==> src/rtl/core/ptwa_pkg.sv <==
// ptwa_pkg: shared types and constants for the trimmed window average block
// no dependencies; used by the channel interfaces and the top level

package ptwa_pkg;

  // payload widths fixed by the field definitions
  localparam int unsigned ADC_W     = 12;
  localparam int unsigned GAIN_W    = 24;
  localparam int unsigned OFFSET_W  = 30;
  localparam int unsigned SUM_OUT_W = 18;
  localparam int unsigned PH_W      = 16;

  // configuration port
  localparam int unsigned CFG_IDX_W  = 2;
  localparam int unsigned CFG_DATA_W = 30;

  localparam logic [CFG_IDX_W-1:0] REG_PH_GAIN   = CFG_IDX_W'(0);
  localparam logic [CFG_IDX_W-1:0] REG_PH_OFFSET = CFG_IDX_W'(1);

  localparam logic [GAIN_W-1:0]   PH_GAIN_RST   = GAIN_W'(-77981);
  localparam logic [OFFSET_W-1:0] PH_OFFSET_RST = OFFSET_W'(264563274);

  // q8.8 result: drop 16 fraction bits of the q.24 sum, 17 quotient bits
  localparam int unsigned FRAC_SHIFT = 16;
  localparam int unsigned QUO_W      = 17;

  localparam logic [SUM_OUT_W-1:0] SUM_OUT_MAX = '1;
  localparam logic [PH_W-1:0]      PH_MAX      = {1'b0, {(PH_W-1){1'b1}}};
  localparam logic [PH_W-1:0]      PH_MIN      = {1'b1, {(PH_W-1){1'b0}}};

  typedef logic [ADC_W-1:0]     adc_sample_t;
  typedef logic [SUM_OUT_W-1:0] trimmed_sum_t;
  typedef logic [PH_W-1:0]      ph_value_t;

  typedef enum logic [3:0] {
    ST_IDLE,
    ST_SCAN,
    ST_TRIM_LO,
    ST_TRIM_HI,
    ST_MUL,
    ST_ADD,
    ST_ROUND,
    ST_PREP,
    ST_DIV,
    ST_REM,
    ST_FIN
  } state_e;

endpackage

==> src/rtl/core/ptwa_sample_if.sv <==
// ptwa_sample_if: valid/ready channel carrying one adc sample per transfer
// depends on ptwa_pkg

interface ptwa_sample_if;
  logic                  valid;
  logic                  ready;
  ptwa_pkg::adc_sample_t adc_sample;

  modport source (output valid, output adc_sample, input ready);
  modport sink   (input valid, input adc_sample, output ready);
endinterface

==> src/rtl/core/ptwa_result_if.sv <==
// ptwa_result_if: valid/ready channel carrying trimmed sum and ph per transfer
// depends on ptwa_pkg

interface ptwa_result_if;
  logic                   valid;
  logic                   ready;
  ptwa_pkg::trimmed_sum_t trimmed_sum;
  ptwa_pkg::ph_value_t    ph_value;

  modport source (output valid, output trimmed_sum, output ph_value, input ready);
  modport sink   (input valid, input trimmed_sum, input ph_value, output ready);
endinterface

==> src/rtl/core/ph_trimmed_window_average.sv <==
// samples are taken one at a time: a new one is accepted only once the last result is loaded,
//   the pace set by the scan of the ring through its single read port; an unread result
//   holds the block in its last state
// reset: ring entries read as zero through per-entry valid bits, write pointer
//   zero, gain and offset at their defaults; no clearing pass
// depends on ptwa_pkg, ptwa_sample_if, ptwa_result_if

module ph_trimmed_window_average #(
  parameter int unsigned WINDOW_DEPTH = 40
) (
  input  logic                               clk_i,
  input  logic                               rst_ni,
  input  logic                               cfg_we_i,
  input  logic [ptwa_pkg::CFG_IDX_W-1:0]     cfg_idx_i,
  input  logic [ptwa_pkg::CFG_DATA_W-1:0]    cfg_data_i,
  ptwa_sample_if.sink                        sample_i,
  ptwa_result_if.source                      result_o
);

  localparam int unsigned ADRW = $clog2(WINDOW_DEPTH);
  localparam int unsigned IDXW = $clog2(WINDOW_DEPTH + 1);
  localparam int unsigned SW   = $clog2(WINDOW_DEPTH * ((1 << ptwa_pkg::ADC_W) - 1) + 1);
  localparam int unsigned CW   = $clog2(WINDOW_DEPTH - 1);
  localparam int unsigned GPW  = ptwa_pkg::GAIN_W + SW + 1;
  localparam int unsigned OPW  = ptwa_pkg::OFFSET_W + CW + 1;
  localparam int unsigned AW   = ((GPW > OPW) ? GPW : OPW) + 2;
  localparam int unsigned TW   = (SW > ptwa_pkg::SUM_OUT_W) ? SW : ptwa_pkg::SUM_OUT_W;

  // divisor is the trimmed entry count; exact reciprocal for dividends below DIVR << QUO_W
  localparam int unsigned DIVR = WINDOW_DEPTH - 2;
  localparam int unsigned DLW  = $clog2(DIVR);
  localparam int unsigned XW   = DLW + ptwa_pkg::QUO_W;
  localparam int unsigned RSH  = XW + DLW;
  localparam longint unsigned RECIP_L =
    ((64'd1 << RSH) + 64'(DIVR) - 64'd1) / 64'(DIVR);
  localparam logic [XW:0] RECIP = (XW+1)'(RECIP_L);

  localparam logic [ADRW-1:0]       LAST_ADR = ADRW'(WINDOW_DEPTH - 1);
  localparam logic [IDXW-1:0]       DEPTH_I  = IDXW'(WINDOW_DEPTH);
  localparam logic signed [OPW-1:0] CNT_S    = OPW'(WINDOW_DEPTH - 2);
  localparam logic [AW-1:0]         ROUND_C  =
    AW'(WINDOW_DEPTH - 2) << (ptwa_pkg::FRAC_SHIFT - 1);
  localparam logic [AW-1:0]         OVF_LIM  = AW'(DIVR) << ptwa_pkg::QUO_W;

  // configuration registers
  logic [ptwa_pkg::GAIN_W-1:0]   ph_gain_q;
  logic [ptwa_pkg::OFFSET_W-1:0] ph_offset_q;

  // sequencer and datapath
  ptwa_pkg::state_e state_q, state_d;
  logic [IDXW-1:0]              idx_q, idx_d;
  logic [AW-1:0]                acc_q, acc_d;
  logic [ptwa_pkg::ADC_W-1:0]   lo_q, lo_d, hi_q, hi_d;
  logic signed [GPW-1:0]        gp_q, gp_d;
  logic signed [OPW-1:0]        op_q, op_d;
  logic [ptwa_pkg::SUM_OUT_W-1:0] trim_q, trim_d;
  logic [ptwa_pkg::QUO_W-1:0]   quo_q, quo_d;
  logic                         neg_q, neg_d, ovf_q, ovf_d;

  // ring memory and its valid bits
  logic [ptwa_pkg::ADC_W-1:0] ring_q [WINDOW_DEPTH];
  logic [WINDOW_DEPTH-1:0]    ring_vld_q;
  logic [ADRW-1:0]            wptr_q;
  logic [ptwa_pkg::ADC_W-1:0] rd_data_q;
  logic                       rd_vld_q;
  logic                       take_q;
  logic                       wr_en, rd_en;
  logic [ADRW-1:0]            rd_addr;
  logic [ptwa_pkg::ADC_W-1:0] cur_v;

  // shared adder
  logic [AW-1:0] alu_a, alu_b, alu_res;
  logic          alu_sub;

  // output register
  logic                           out_valid_q;
  logic [ptwa_pkg::SUM_OUT_W-1:0] out_sum_q;
  logic [ptwa_pkg::PH_W-1:0]      out_ph_q;
  logic [ptwa_pkg::PH_W-1:0]      ph_d;
  logic                           load_out;
  logic                           sample_ready;

  logic signed [GPW-1:0] gain_prod;
  logic signed [OPW-1:0] ofs_prod;
  logic [TW-1:0]         trim_ext;
  logic [ptwa_pkg::SUM_OUT_W-1:0] trim_sat;
  logic signed [AW-1:0]  t_shift;
  logic [ptwa_pkg::QUO_W:0] negmag;
  logic [2*XW:0]         recip_prod;
  logic [XW-1:0]         quo_mul;

  assign rd_addr = idx_q[ADRW-1:0];
  assign cur_v   = rd_vld_q ? rd_data_q : '0;
  assign alu_res = alu_a + (alu_sub ? ~alu_b : alu_b) + AW'(alu_sub);

  assign gain_prod = GPW'($signed(ph_gain_q)) * $signed(GPW'({1'b0, acc_q[SW-1:0]}));
  assign ofs_prod  = OPW'($signed(ph_offset_q)) * CNT_S;
  assign trim_ext  = TW'(acc_q[SW-1:0]);
  assign trim_sat  = (trim_ext > TW'(ptwa_pkg::SUM_OUT_MAX)) ? ptwa_pkg::SUM_OUT_MAX
                                                             : trim_ext[ptwa_pkg::SUM_OUT_W-1:0];
  assign t_shift   = $signed(acc_q) >>> ptwa_pkg::FRAC_SHIFT;

  assign recip_prod = (2*XW+1)'(acc_q[XW-1:0]) * (2*XW+1)'(RECIP);
  assign quo_mul    = XW'(quo_q) * XW'(DIVR);

  // floor of a negative quotient: one more in magnitude when a remainder is left
  assign negmag = {1'b0, quo_q} + (ptwa_pkg::QUO_W+1)'(acc_q != '0);

  always_comb begin
    if (ovf_q) begin
      ph_d = neg_q ? ptwa_pkg::PH_MIN : ptwa_pkg::PH_MAX;
    end else if (neg_q) begin
      if (negmag > (ptwa_pkg::QUO_W+1)'(ptwa_pkg::PH_MIN)) begin
        ph_d = ptwa_pkg::PH_MIN;
      end else begin
        ph_d = ptwa_pkg::PH_W'((ptwa_pkg::QUO_W+1)'(0) - negmag);
      end
    end else if (quo_q > ptwa_pkg::QUO_W'(ptwa_pkg::PH_MAX)) begin
      ph_d = ptwa_pkg::PH_MAX;
    end else begin
      ph_d = quo_q[ptwa_pkg::PH_W-1:0];
    end
  end

  always_ff @(posedge clk_i or negedge rst_ni) begin
    if (!rst_ni) begin
      ph_gain_q   <= ptwa_pkg::PH_GAIN_RST;
      ph_offset_q <= ptwa_pkg::PH_OFFSET_RST;
    end else if (cfg_we_i) begin
      case (cfg_idx_i)
        ptwa_pkg::REG_PH_GAIN:   ph_gain_q   <= cfg_data_i[ptwa_pkg::GAIN_W-1:0];
        ptwa_pkg::REG_PH_OFFSET: ph_offset_q <= cfg_data_i[ptwa_pkg::OFFSET_W-1:0];
        default: ;
      endcase
    end
  end

  always_comb begin
    state_d      = state_q;
    idx_d        = idx_q;
    acc_d        = acc_q;
    lo_d         = lo_q;
    hi_d         = hi_q;
    gp_d         = gp_q;
    op_d         = op_q;
    trim_d       = trim_q;
    quo_d        = quo_q;
    neg_d        = neg_q;
    ovf_d        = ovf_q;
    sample_ready = 1'b0;
    wr_en        = 1'b0;
    rd_en        = 1'b0;
    load_out     = 1'b0;
    alu_a        = acc_q;
    alu_b        = '0;
    alu_sub      = 1'b0;
    case (state_q)
      ptwa_pkg::ST_IDLE: begin
        sample_ready = 1'b1;
        if (sample_i.valid) begin
          wr_en   = 1'b1;
          idx_d   = '0;
          acc_d   = '0;
          lo_d    = '1;
          hi_d    = '0;
          state_d = ptwa_pkg::ST_SCAN;
        end
      end
      ptwa_pkg::ST_SCAN: begin
        rd_en = (idx_q < DEPTH_I);
        if (take_q) begin
          alu_b = AW'(cur_v);
          acc_d = alu_res;
          if (cur_v < lo_q) lo_d = cur_v;
          if (cur_v > hi_q) hi_d = cur_v;
        end
        if (rd_en) begin
          idx_d = idx_q + IDXW'(1);
        end else begin
          state_d = ptwa_pkg::ST_TRIM_LO;
        end
      end
      ptwa_pkg::ST_TRIM_LO: begin
        alu_b   = AW'(lo_q);
        alu_sub = 1'b1;
        acc_d   = alu_res;
        state_d = ptwa_pkg::ST_TRIM_HI;
      end
      ptwa_pkg::ST_TRIM_HI: begin
        alu_b   = AW'(hi_q);
        alu_sub = 1'b1;
        acc_d   = alu_res;
        state_d = ptwa_pkg::ST_MUL;
      end
      ptwa_pkg::ST_MUL: begin
        gp_d    = gain_prod;
        op_d    = ofs_prod;
        trim_d  = trim_sat;
        state_d = ptwa_pkg::ST_ADD;
      end
      ptwa_pkg::ST_ADD: begin
        alu_a   = AW'(gp_q);
        alu_b   = AW'(op_q);
        acc_d   = alu_res;
        state_d = ptwa_pkg::ST_ROUND;
      end
      ptwa_pkg::ST_ROUND: begin
        // half of the divisor for round to nearest, ties upward
        alu_b   = ROUND_C;
        acc_d   = alu_res;
        state_d = ptwa_pkg::ST_PREP;
      end
      ptwa_pkg::ST_PREP: begin
        // magnitude of the shifted numerator
        alu_a   = '0;
        alu_b   = t_shift;
        alu_sub = acc_q[AW-1];
        acc_d   = alu_res;
        neg_d   = acc_q[AW-1];
        ovf_d   = 1'b0;
        quo_d   = '0;
        state_d = ptwa_pkg::ST_DIV;
      end
      ptwa_pkg::ST_DIV: begin
        // quotient from the reciprocal, overflow from one compare on the adder
        alu_b   = OVF_LIM;
        alu_sub = 1'b1;
        ovf_d   = !alu_res[AW-1];
        quo_d   = recip_prod[RSH +: ptwa_pkg::QUO_W];
        state_d = ptwa_pkg::ST_REM;
      end
      ptwa_pkg::ST_REM: begin
        // remainder, only needed to tell whether the division was exact
        alu_b   = AW'(quo_mul);
        alu_sub = 1'b1;
        acc_d   = alu_res;
        state_d = ptwa_pkg::ST_FIN;
      end
      ptwa_pkg::ST_FIN: begin
        if (!out_valid_q || result_o.ready) begin
          load_out = 1'b1;
          state_d  = ptwa_pkg::ST_IDLE;
        end
      end
      default: state_d = ptwa_pkg::ST_IDLE;
    endcase
  end

  always_ff @(posedge clk_i or negedge rst_ni) begin
    if (!rst_ni) begin
      state_q     <= ptwa_pkg::ST_IDLE;
      idx_q       <= '0;
      wptr_q      <= '0;
      ring_vld_q  <= '0;
      rd_vld_q    <= 1'b0;
      take_q      <= 1'b0;
      out_valid_q <= 1'b0;
      ovf_q       <= 1'b0;
      neg_q       <= 1'b0;
    end else begin
      state_q <= state_d;
      idx_q   <= idx_d;
      ovf_q   <= ovf_d;
      neg_q   <= neg_d;
      take_q  <= rd_en;
      if (wr_en) begin
        ring_vld_q[wptr_q] <= 1'b1;
        wptr_q             <= (wptr_q == LAST_ADR) ? '0 : wptr_q + ADRW'(1);
      end
      if (rd_en) rd_vld_q <= ring_vld_q[rd_addr];
      if (load_out) begin
        out_valid_q <= 1'b1;
      end else if (result_o.ready) begin
        out_valid_q <= 1'b0;
      end
    end
  end

  always_ff @(posedge clk_i) begin
    if (wr_en) ring_q[wptr_q] <= sample_i.adc_sample;
    if (rd_en) rd_data_q <= ring_q[rd_addr];
  end

  always_ff @(posedge clk_i) begin
    acc_q  <= acc_d;
    lo_q   <= lo_d;
    hi_q   <= hi_d;
    gp_q   <= gp_d;
    op_q   <= op_d;
    trim_q <= trim_d;
    quo_q  <= quo_d;
    if (load_out) begin
      out_sum_q <= trim_q;
      out_ph_q  <= ph_d;
    end
  end

  assign sample_i.ready       = sample_ready;
  assign result_o.valid       = out_valid_q;
  assign result_o.trimmed_sum = out_sum_q;
  assign result_o.ph_value    = out_ph_q;

  a_accept_starts_scan: assert property (@(posedge clk_i) disable iff (!rst_ni)
    (sample_i.valid && sample_i.ready) |=> (state_q == ptwa_pkg::ST_SCAN && idx_q == '0))
    else $error("sample transfer did not start a window scan");

  a_wptr_in_range: assert property (@(posedge clk_i) disable iff (!rst_ni)
    wptr_q <= LAST_ADR)
    else $error("write pointer beyond window");

  a_extremes_ordered: assert property (@(posedge clk_i) disable iff (!rst_ni)
    (state_q == ptwa_pkg::ST_TRIM_LO) |-> (lo_q <= hi_q))
    else $error("window minimum above maximum after scan");

  a_trim_nonneg: assert property (@(posedge clk_i) disable iff (!rst_ni)
    (state_q == ptwa_pkg::ST_MUL) |-> !acc_q[AW-1])
    else $error("trimmed sum went negative");

  a_div_remainder: assert property (@(posedge clk_i) disable iff (!rst_ni)
    (state_q == ptwa_pkg::ST_FIN && !ovf_q) |-> (acc_q < AW'(DIVR)))
    else $error("division remainder out of bounds");

endmodule

==> src/flat_wrapper.sv <==
// flat-port wrapper written by rule: the top's interface ports become plain ports
module ph_trimmed_window_average_flat 
#(
  parameter int unsigned WINDOW_DEPTH = 40
)
  (clk_i, rst_ni, cfg_we_i, cfg_idx_i, cfg_data_i, sample_i_valid, sample_i_adc_sample, sample_i_ready, result_o_valid, result_o_trimmed_sum, result_o_ph_value, result_o_ready);
  ptwa_sample_if sample_i_i ();
  ptwa_result_if result_o_i ();
  input  logic clk_i;
  input  logic rst_ni;
  input  logic cfg_we_i;
  input  logic [ptwa_pkg::CFG_IDX_W-1:0] cfg_idx_i;
  input  logic [ptwa_pkg::CFG_DATA_W-1:0] cfg_data_i;
  input wire logic [$bits(sample_i_i.valid)-1:0] sample_i_valid;
  input wire logic [$bits(sample_i_i.adc_sample)-1:0] sample_i_adc_sample;
  output wire logic [$bits(sample_i_i.ready)-1:0] sample_i_ready;
  output wire logic [$bits(result_o_i.valid)-1:0] result_o_valid;
  output wire logic [$bits(result_o_i.trimmed_sum)-1:0] result_o_trimmed_sum;
  output wire logic [$bits(result_o_i.ph_value)-1:0] result_o_ph_value;
  input wire logic [$bits(result_o_i.ready)-1:0] result_o_ready;
  assign sample_i_i.valid = sample_i_valid;
  assign sample_i_i.adc_sample = sample_i_adc_sample;
  assign sample_i_ready = sample_i_i.ready;
  assign result_o_valid = result_o_i.valid;
  assign result_o_trimmed_sum = result_o_i.trimmed_sum;
  assign result_o_ph_value = result_o_i.ph_value;
  assign result_o_i.ready = result_o_ready;
  ph_trimmed_window_average #(.WINDOW_DEPTH(WINDOW_DEPTH)) u_core (.clk_i(clk_i), .rst_ni(rst_ni), .cfg_we_i(cfg_we_i), .cfg_idx_i(cfg_idx_i), .cfg_data_i(cfg_data_i), .sample_i(sample_i_i), .result_o(result_o_i));
endmodule
==> config.mk <==
export PLATFORM = sky130hd
export DESIGN_NAME = ph_trimmed_window_average_flat
export DESIGN_NICKNAME = d
export VERILOG_FILES = /design/src/rtl/core/ptwa_pkg.sv /design/src/rtl/core/ptwa_sample_if.sv /design/src/rtl/core/ptwa_result_if.sv /design/src/rtl/core/ph_trimmed_window_average.sv /design/src/flat_wrapper.sv
export SDC_FILE = /design/constraint.sdc
export NUM_CORES = 2
export LEC_CHECK = 0
export BUFFER_PORTS_ARGS = -buffer_cell sky130_fd_sc_hd__buf_2
export CAP_MARGIN = 20
export CORE_MARGIN = 1
export CORE_UTILIZATION = 40
export CTS_CLUSTER_SIZE = 30
export DETAILED_ROUTE_END_ITERATION = 16
export SETUP_SLACK_MARGIN = 0.15
export SLEW_MARGIN = 5
export SYNTH_ARGS = -nofsm -noshare
export SYNTH_HDL_FRONTEND = slang
export SYNTH_SLANG_ARGS = --single-unit
==> constraint.sdc <==
create_clock -name clk_i -period 20.6 [get_ports clk_i]
set_input_delay 0 -clock clk_i [delete_from_list [all_inputs] [get_ports clk_i]]
set_output_delay 0 -clock clk_i [all_outputs]
set_load 0.05 [all_outputs]
Word-level counts from Yosys, hierarchy flattened
Memory sizes are Yosys's and may differ from the RTL's. A register that Yosys moved wholly into a read port is not among the register bits.
Cells that the tools add are included.
- flip-flop bits (word level): 332
- bits in writable memories: 480
- input port bits: 49
- word-level logic and storage cells: 127
- memories kept: 1
- memory list (name ; words ; bits a word ; read ports ; clocked after Yosys merged registers in ; wr ports ; RTL line ; RTL):
    u_core.ring_q ; 40 ; 12 ; 1 ; 1 ; 1 ; ph_trimmed_window_average.sv:61 ; logic [ptwa_pkg::ADC_W-1:0] ring_q [WINDOW_DEPTH];
- add/subtract/negate cells: 6
- multiply operators: 4
- $lt $le $gt $ge: 9
- equal/unequal tests: 19
- multiplexer cells: 46
- bitwise operators: 2
- reduce and logical (&&, ||, !) cells: 20
- operators with widths (cell ; count):
    case mux 45 bit (8 select lines) ; 1
    2-to-1 mux 45 bit ; 3
    case mux 45 bit (3 select lines) ; 1
    2-to-1 mux 12 bit ; 8
    case mux 45 bit (2 select lines) ; 1
    2-to-1 mux 16 bit ; 5
    case mux 12 bit (2 select lines) ; 2
    adder 45 x 1 -> 45 bit ; 1
    adder 45 bit ; 1
    multiplier 23 x 23 -> 45 bit (second input constant) ; 1
    inverter 45 bit ; 1
    nonzero test 45 bit ; 1
    case mux 4 bit (11 select lines) ; 1
    multiplier 24 x 19 -> 43 bit ; 1
    bitwise OR 40 bit ; 1
    multiplier 30 x 6 -> 36 bit (second input constant) ; 1
    case mux 17 bit (2 select lines) ; 1
    multiplier 17 x 5 -> 22 bit (second input constant) ; 1
    adder 17 x 1 -> 18 bit ; 1
    greater-than comparator 18 x 16 -> 1 bit (second input constant) ; 1
    greater-than comparator 18 bit (second input constant) ; 1
    2-to-1 mux 6 bit ; 3
    greater-than comparator 17 x 15 -> 1 bit (second input constant) ; 1
    equality test 4 x 3 -> 1 bit (second input constant) ; 4
    32 further kinds ; 63

Logic depth before layout (Yosys ltp)
- depth after elaboration: 9
- gate-level depth with buffers: 27

Worst setup path before layout
Ideal clock, no wire load.
- path type: register to register
- start: register u_core.state_q[1]
- end: register u_core.gp_q[0] (enable)
- setup time: 671 ps
- data arrival time: 7610 ps
- data required time: 19929 ps
- slack: 12319 ps
- cell stages (with the launch flop): 5
- path buffers: 3
- clock period less this slack: 8281 ps
- cell sequence: dfrtp_1 > clkbuf_1 > clkbuf_1 > clkbuf_1 > nor3_1
- word-level cells in the longest chain between the ends: 1
- ends and longest elaborated chain (item ; RTL line ; RTL):
    start: declaration ; ph_trimmed_window_average.sv:50 ; ptwa_pkg::state_e state_q, state_d;
    start signal: assignment ; ph_trimmed_window_average.sv:251 ; state_q <= ptwa_pkg::ST_IDLE;
    start signal: assignment ; ph_trimmed_window_average.sv:261 ; state_q <= state_d;
    equality test 4 x 3 -> 1 bit ; ph_trimmed_window_average.sv:157 ; case (state_q)
    end signal: assignment ; ph_trimmed_window_average.sv:288 ; gp_q <= gp_d;
    end: declaration ; ph_trimmed_window_average.sv:54 ; logic signed [GPW-1:0] gp_q, gp_d;
Every way passes these cells.
A chain may end at the register's enable or synchronous reset.

Final worst setup path
- start: register u_core.acc_q[6]
- end: register u_core.quo_q[14] (netlist bit) (data pin)
- word-level cells in the longest chain between the ends: 2
- ends and longest elaborated chain (item ; RTL line ; RTL):
    start: declaration ; ph_trimmed_window_average.sv:52 ; logic [AW-1:0] acc_q, acc_d;
    start signal: assignment ; ph_trimmed_window_average.sv:285 ; acc_q <= acc_d;
    multiplier 23 x 23 -> 45 bit ; ph_trimmed_window_average.sv:103 ; assign recip_prod = (2*XW+1)'(acc_q[XW-1:0]) * (2*XW+1)'(RECIP);
    case mux 17 bit (2 select lines) ; ph_trimmed_window_average.sv:157 ;
    end signal: assignment ; ph_trimmed_window_average.sv:291 ; quo_q <= quo_d;
    end: declaration ; ph_trimmed_window_average.sv:57 ; logic [ptwa_pkg::QUO_W-1:0] quo_q, quo_d;
Every way passes these cells.

==> impl_results.md <==
- Hpwl dp: 122.5 mm
- Largest family of logic cells by synthesized area: adder cells
- Synthesized cell area: 65230 sq um
- Setup TNS: 0 ps
- Largest net degree at the start of global routing: slightly below 90
- DR WL/cell: slightly above 20 um
- Multiplexer share of the synthesized area: 6.710%
- Tmin final: 8255 ps
- Top cells by area, synth: edfxtp_1 33%, fa_1 21%, ha_1 10%, inv_1 6.4%, mux4_2 5.4%
- # setup viols final: 0
- Reg2Reg Setup Slack: 12350 ps
- Worst Path Max Fanout: 21
- Crit path arrival time: 8680 ps
- Initial antenna violation count: 5
- Global-route wire length before repair: ~260 mm
- Post-Synth Simple-Gate Area: under 10%
- CP dominant cell by count: fa_1
- Synth Area in Compound Gates: about 6.3%
- CTS root buf: clkbuf_16
- IO Count: 85
- Nets: about 7.0k
- Gp weighted congestion: about 0.9
- Worst-path cell chain: buf_4 -> fa_1 -> fa_1 -> inv_1 -> fa_1 -> inv_1 -> fa_1 -> fa_1 -> inv_1 -> fa_1 -> inv_1 -> fa_1 -> ha_1 -> nand2_1 -> o22ai_1 -> a2111oi_0 -> o2111ai_1 -> a31oi_1 -> o21ai_0 -> o221ai_1 -> a21boi_0 -> nor3_1 -> nor3_1
- Total global-route track usage: 20.47%
- Post-synthesis cell count: about 5.6k
- TritonCTS buffer count: 92
- Req. time, crit path: about 21000 ps
- Post-synth top area share: approximately a third
- Layout area overhead: 10.16%
- Vias in the first global route: roughly 43k
- Post-Synth Adder-Cell Area: between 30% and 40%
- Fin. max-slew vios: 0
- Largest area contributor in the netlist: edfxtp_1
- Core Area: 161300 sq um
- # DRC: 0
- Synthesized flop and latch total: approximately 820
- Setup CP Type: flop to flop
- Multi-input logic area: between 30000 and 40000 sq um
- Max Freq: 0.1211 GHz
- Worst Setup EP: u_core.quo_q[14]
- Worst r2r dst: u_core.quo_q[14]
- CP Launch Type: flop
- Hold Path Class: primary input to flop
- Slowest CP cell: edfxtp_1
- Clk_lat worst skew: about 750 ps
- Max-cap violations: 0
- # rows: about 150
- Hold_ws: 71.07 ps
- Period utilization: approximately 40%
- Drt first pass iters: 6
- Buffers added on ports: 84
- Postcts setup bufs: 0
- Layout filler cell count: between 10k and 15k
- Vias: 41.13k
- Final worst slack: 12350 ps
- Most frequent cell after synthesis: inv_1
- Chip Height: between 400 and 500 um
- Unrepaired setup endpoints after global routing: no
- CTS tree: built
- Synth top cells by count: 1119 x inv_1, 709 x edfxtp_1, 676 x fa_1
- Total Routed Length: roughly 160 mm
- Post-synthesis cell type count: 86
- Ys Warns: 0
- Worst path max stage delay: around 1000 ps
- Place WS: around 13000 ps
- FF-to-FF path depth: 23
- Initial Util: 40.44%
- Register Area: between 20000 and 25000 sq um
- Number of H-tree levels: 3
- Final antenna-violating net count: 0
- Post-synth EDFFs: about 710
- Vias per cell: slightly above 5
- Asr flop ratio synth: approximately 14%
- Worst setup startpoint: u_core.acc_q[6]
- Tightest Pin Transition: 1095 ps
- CP top delay family: adder cells
- Final hold violations: 0
- Post-layout util: 44.55%
- Mapped Nets: a little under 7k
- Most used DFF post-synth: edfxtp_1
- Register area share after synthesis: a little under two fifths
- Worst slew margin: between 20% and 30%
- Iter 0 DRT Violations: between 3k and 4k
- Synthesized area per cell: between 10 and 15 sq um
- DIE AREA: 164700 sq um
- Reg-to-Reg Start: u_core.acc_q[6]
- Clock Sink Count: approximately 820
- WP buf/inv: 5
- Crit end category: flop
- XOR/XNOR Fraction of Synth Area: ~2.6%
- Run status: completed
- Clk buf depth: 3
- GRT overflow: 0
- Clock-pin transition on the worst setup and hold timing paths: approximately 60 ps
- Share of cells above drive strength 1: approximately 11%
- Worst path depth: 23
- Skew final: about 72 ps
- Die width: between 400 and 500 um
## cells by family (layout without fill, tap and decap cells)
logic type | after synthesis | count (layout)
buffers and inverters | 1349 | 1514
adder cells (fa/ha/maj) | 1196 | 1196
AND/OR/NAND/NOR | 1196 | 1196
flip-flops | 824 | 824
AO/OA/AOI/OAI | 628 | 628
multiplexers | 235 | 235
XOR/XNOR | 192 | 192
other | 0 | 1
## how the worst min path moves through the flow
stage | start | endpoint | slack (ps) | cells after the start
finish | cfg_data_i[26] | u_core.ph_offset_q[26] | 70 | 3
global route | cfg_data_i[25] | u_core.ph_offset_q[25] | 60 | 3
CTS | cfg_data_i[29] | u_core.ph_offset_q[29] | 20 | 3
detailed placement | rst_ni | u_core.ph_offset_q[21] | 100 | 1
global placement | rst_ni | u_core.ph_offset_q[21] | 100 | 1
floorplan | rst_ni | u_core.idx_q[0] | -300 | 0
## sequential cells by signal, indices dropped and copies added, names as in the netlist, 6 cells and up
signal and cells:
u_core.ring_q 480, u_core.acc_q 45, u_core.gp_q 43, u_core.ring_vld_q 40, u_core.op_q 36, u_core.ph_offset_q 30
u_core.ph_gain_q 24, u_core.result_o.trimmed_sum 18, u_core.trim_q 18, u_core.quo_q 17, u_core.result_o.ph_value 16, u_core.hi_q 12
u_core.lo_q 12, u_core.rd_data_q 12, u_core.idx_q 6, u_core.wptr_q 6
## stage by stage
stage / instances / cell area (sq um)
floorplan: 5620 / 65230
global placement: 7717 / 68180
detailed placement: 7720 / 68200
CTS: 7943 / 71840
global route: 7945 / 71850
finish: 7946 / 71860
## layout make-up
type / count / area share [%]
Antenna cell: 1 / 0.003483
Clock buffer: 113 / 3.383
Clock inverter: 60 / 0.9542
Inverter: 1119 / 5.845
Multi-Input combinational cell: 3447 / 50.11
Sequential cell: 824 / 33.71
Tap cell: 2160 / 3.761
Timing Repair Buffer: 222 / 2.239
## metal layers
| layer | vias to the layer above | share of wire (%) | GRT usage, % |
|---|---|---|---|
| met4 | 2 | 2.3 | 4.912 |
| met3 | 194 | 5.7 | 2.770 |
| met5 | - | 0.0079 | 0 |
| li1 | 18790 | - | - |
| met2 | 1101 | 45 | 31.50 |
| met1 | 21050 | 47 | 30.53 |
## what timing repair did
| item | in CTS | in global routing |
|---|---|---|
| hold buffers | 50 | 0 |
| resized for setup | 0 | 0 |
| hold endpoints to repair | 609 | 0 |
## placed cells by master (no fill, tap or decap), types with 14 or more instances in the layout
| cell | instances |
|---|---|
| a211oi_1 | 27 |
| a21o_1 | 92 |
| a21oi_1 | 163 |
| a22oi_1 | 33 |
| a31oi_1 | 24 |
| and2_1 | 161 |
| and3_1 | 15 |
| buf_2 | 83 |
| buf_4 | 87 |
| clkbuf_1 | 16 |
| clkbuf_16 | 92 |
| clkinv_1 | 16 |
| clkinv_2 | 19 |
| dfrtp_1 | 78 |
| dfstp_2 | 32 |
| dlygate4sd3_1 | 49 |
| edfxtp_1 | 709 |
| fa_1 | 676 |
| ha_1 | 520 |
| inv_1 | 1119 |
| mux2_2 | 56 |
| mux2i_1 | 21 |
| mux4_2 | 156 |
| nand2_1 | 483 |
| nand2b_1 | 63 |
| nand3_1 | 43 |
| nand4_1 | 27 |
| nor2_1 | 208 |
| nor2b_1 | 39 |
| nor3_1 | 41 |
| nor4_1 | 14 |
| o211ai_1 | 15 |
| o21a_1 | 17 |
| o21ai_0 | 119 |
| o21bai_1 | 27 |
| or2_2 | 44 |
| xnor2_1 | 117 |
| xor2_1 | 75 |
## worst register-to-register path, cell delays in order (launching register included)
cell	delay [ps]
edfxtp_1	980
buf_4	420
fa_1	470
fa_1	520
inv_1	60
fa_1	530
inv_1	50
fa_1	450
fa_1	490
inv_1	50
fa_1	470
inv_1	50
fa_1	430
ha_1	340
nand2_1	80
o22ai_1	80
a2111oi_0	510
o2111ai_1	270
a31oi_1	600
o21ai_0	370
o221ai_1	330
a21boi_0	200
nor3_1	190
nor3_1	80
Power is not shown: default switching activity piles up to over one toggle a cycle in this logic, so the estimate is an artifact.
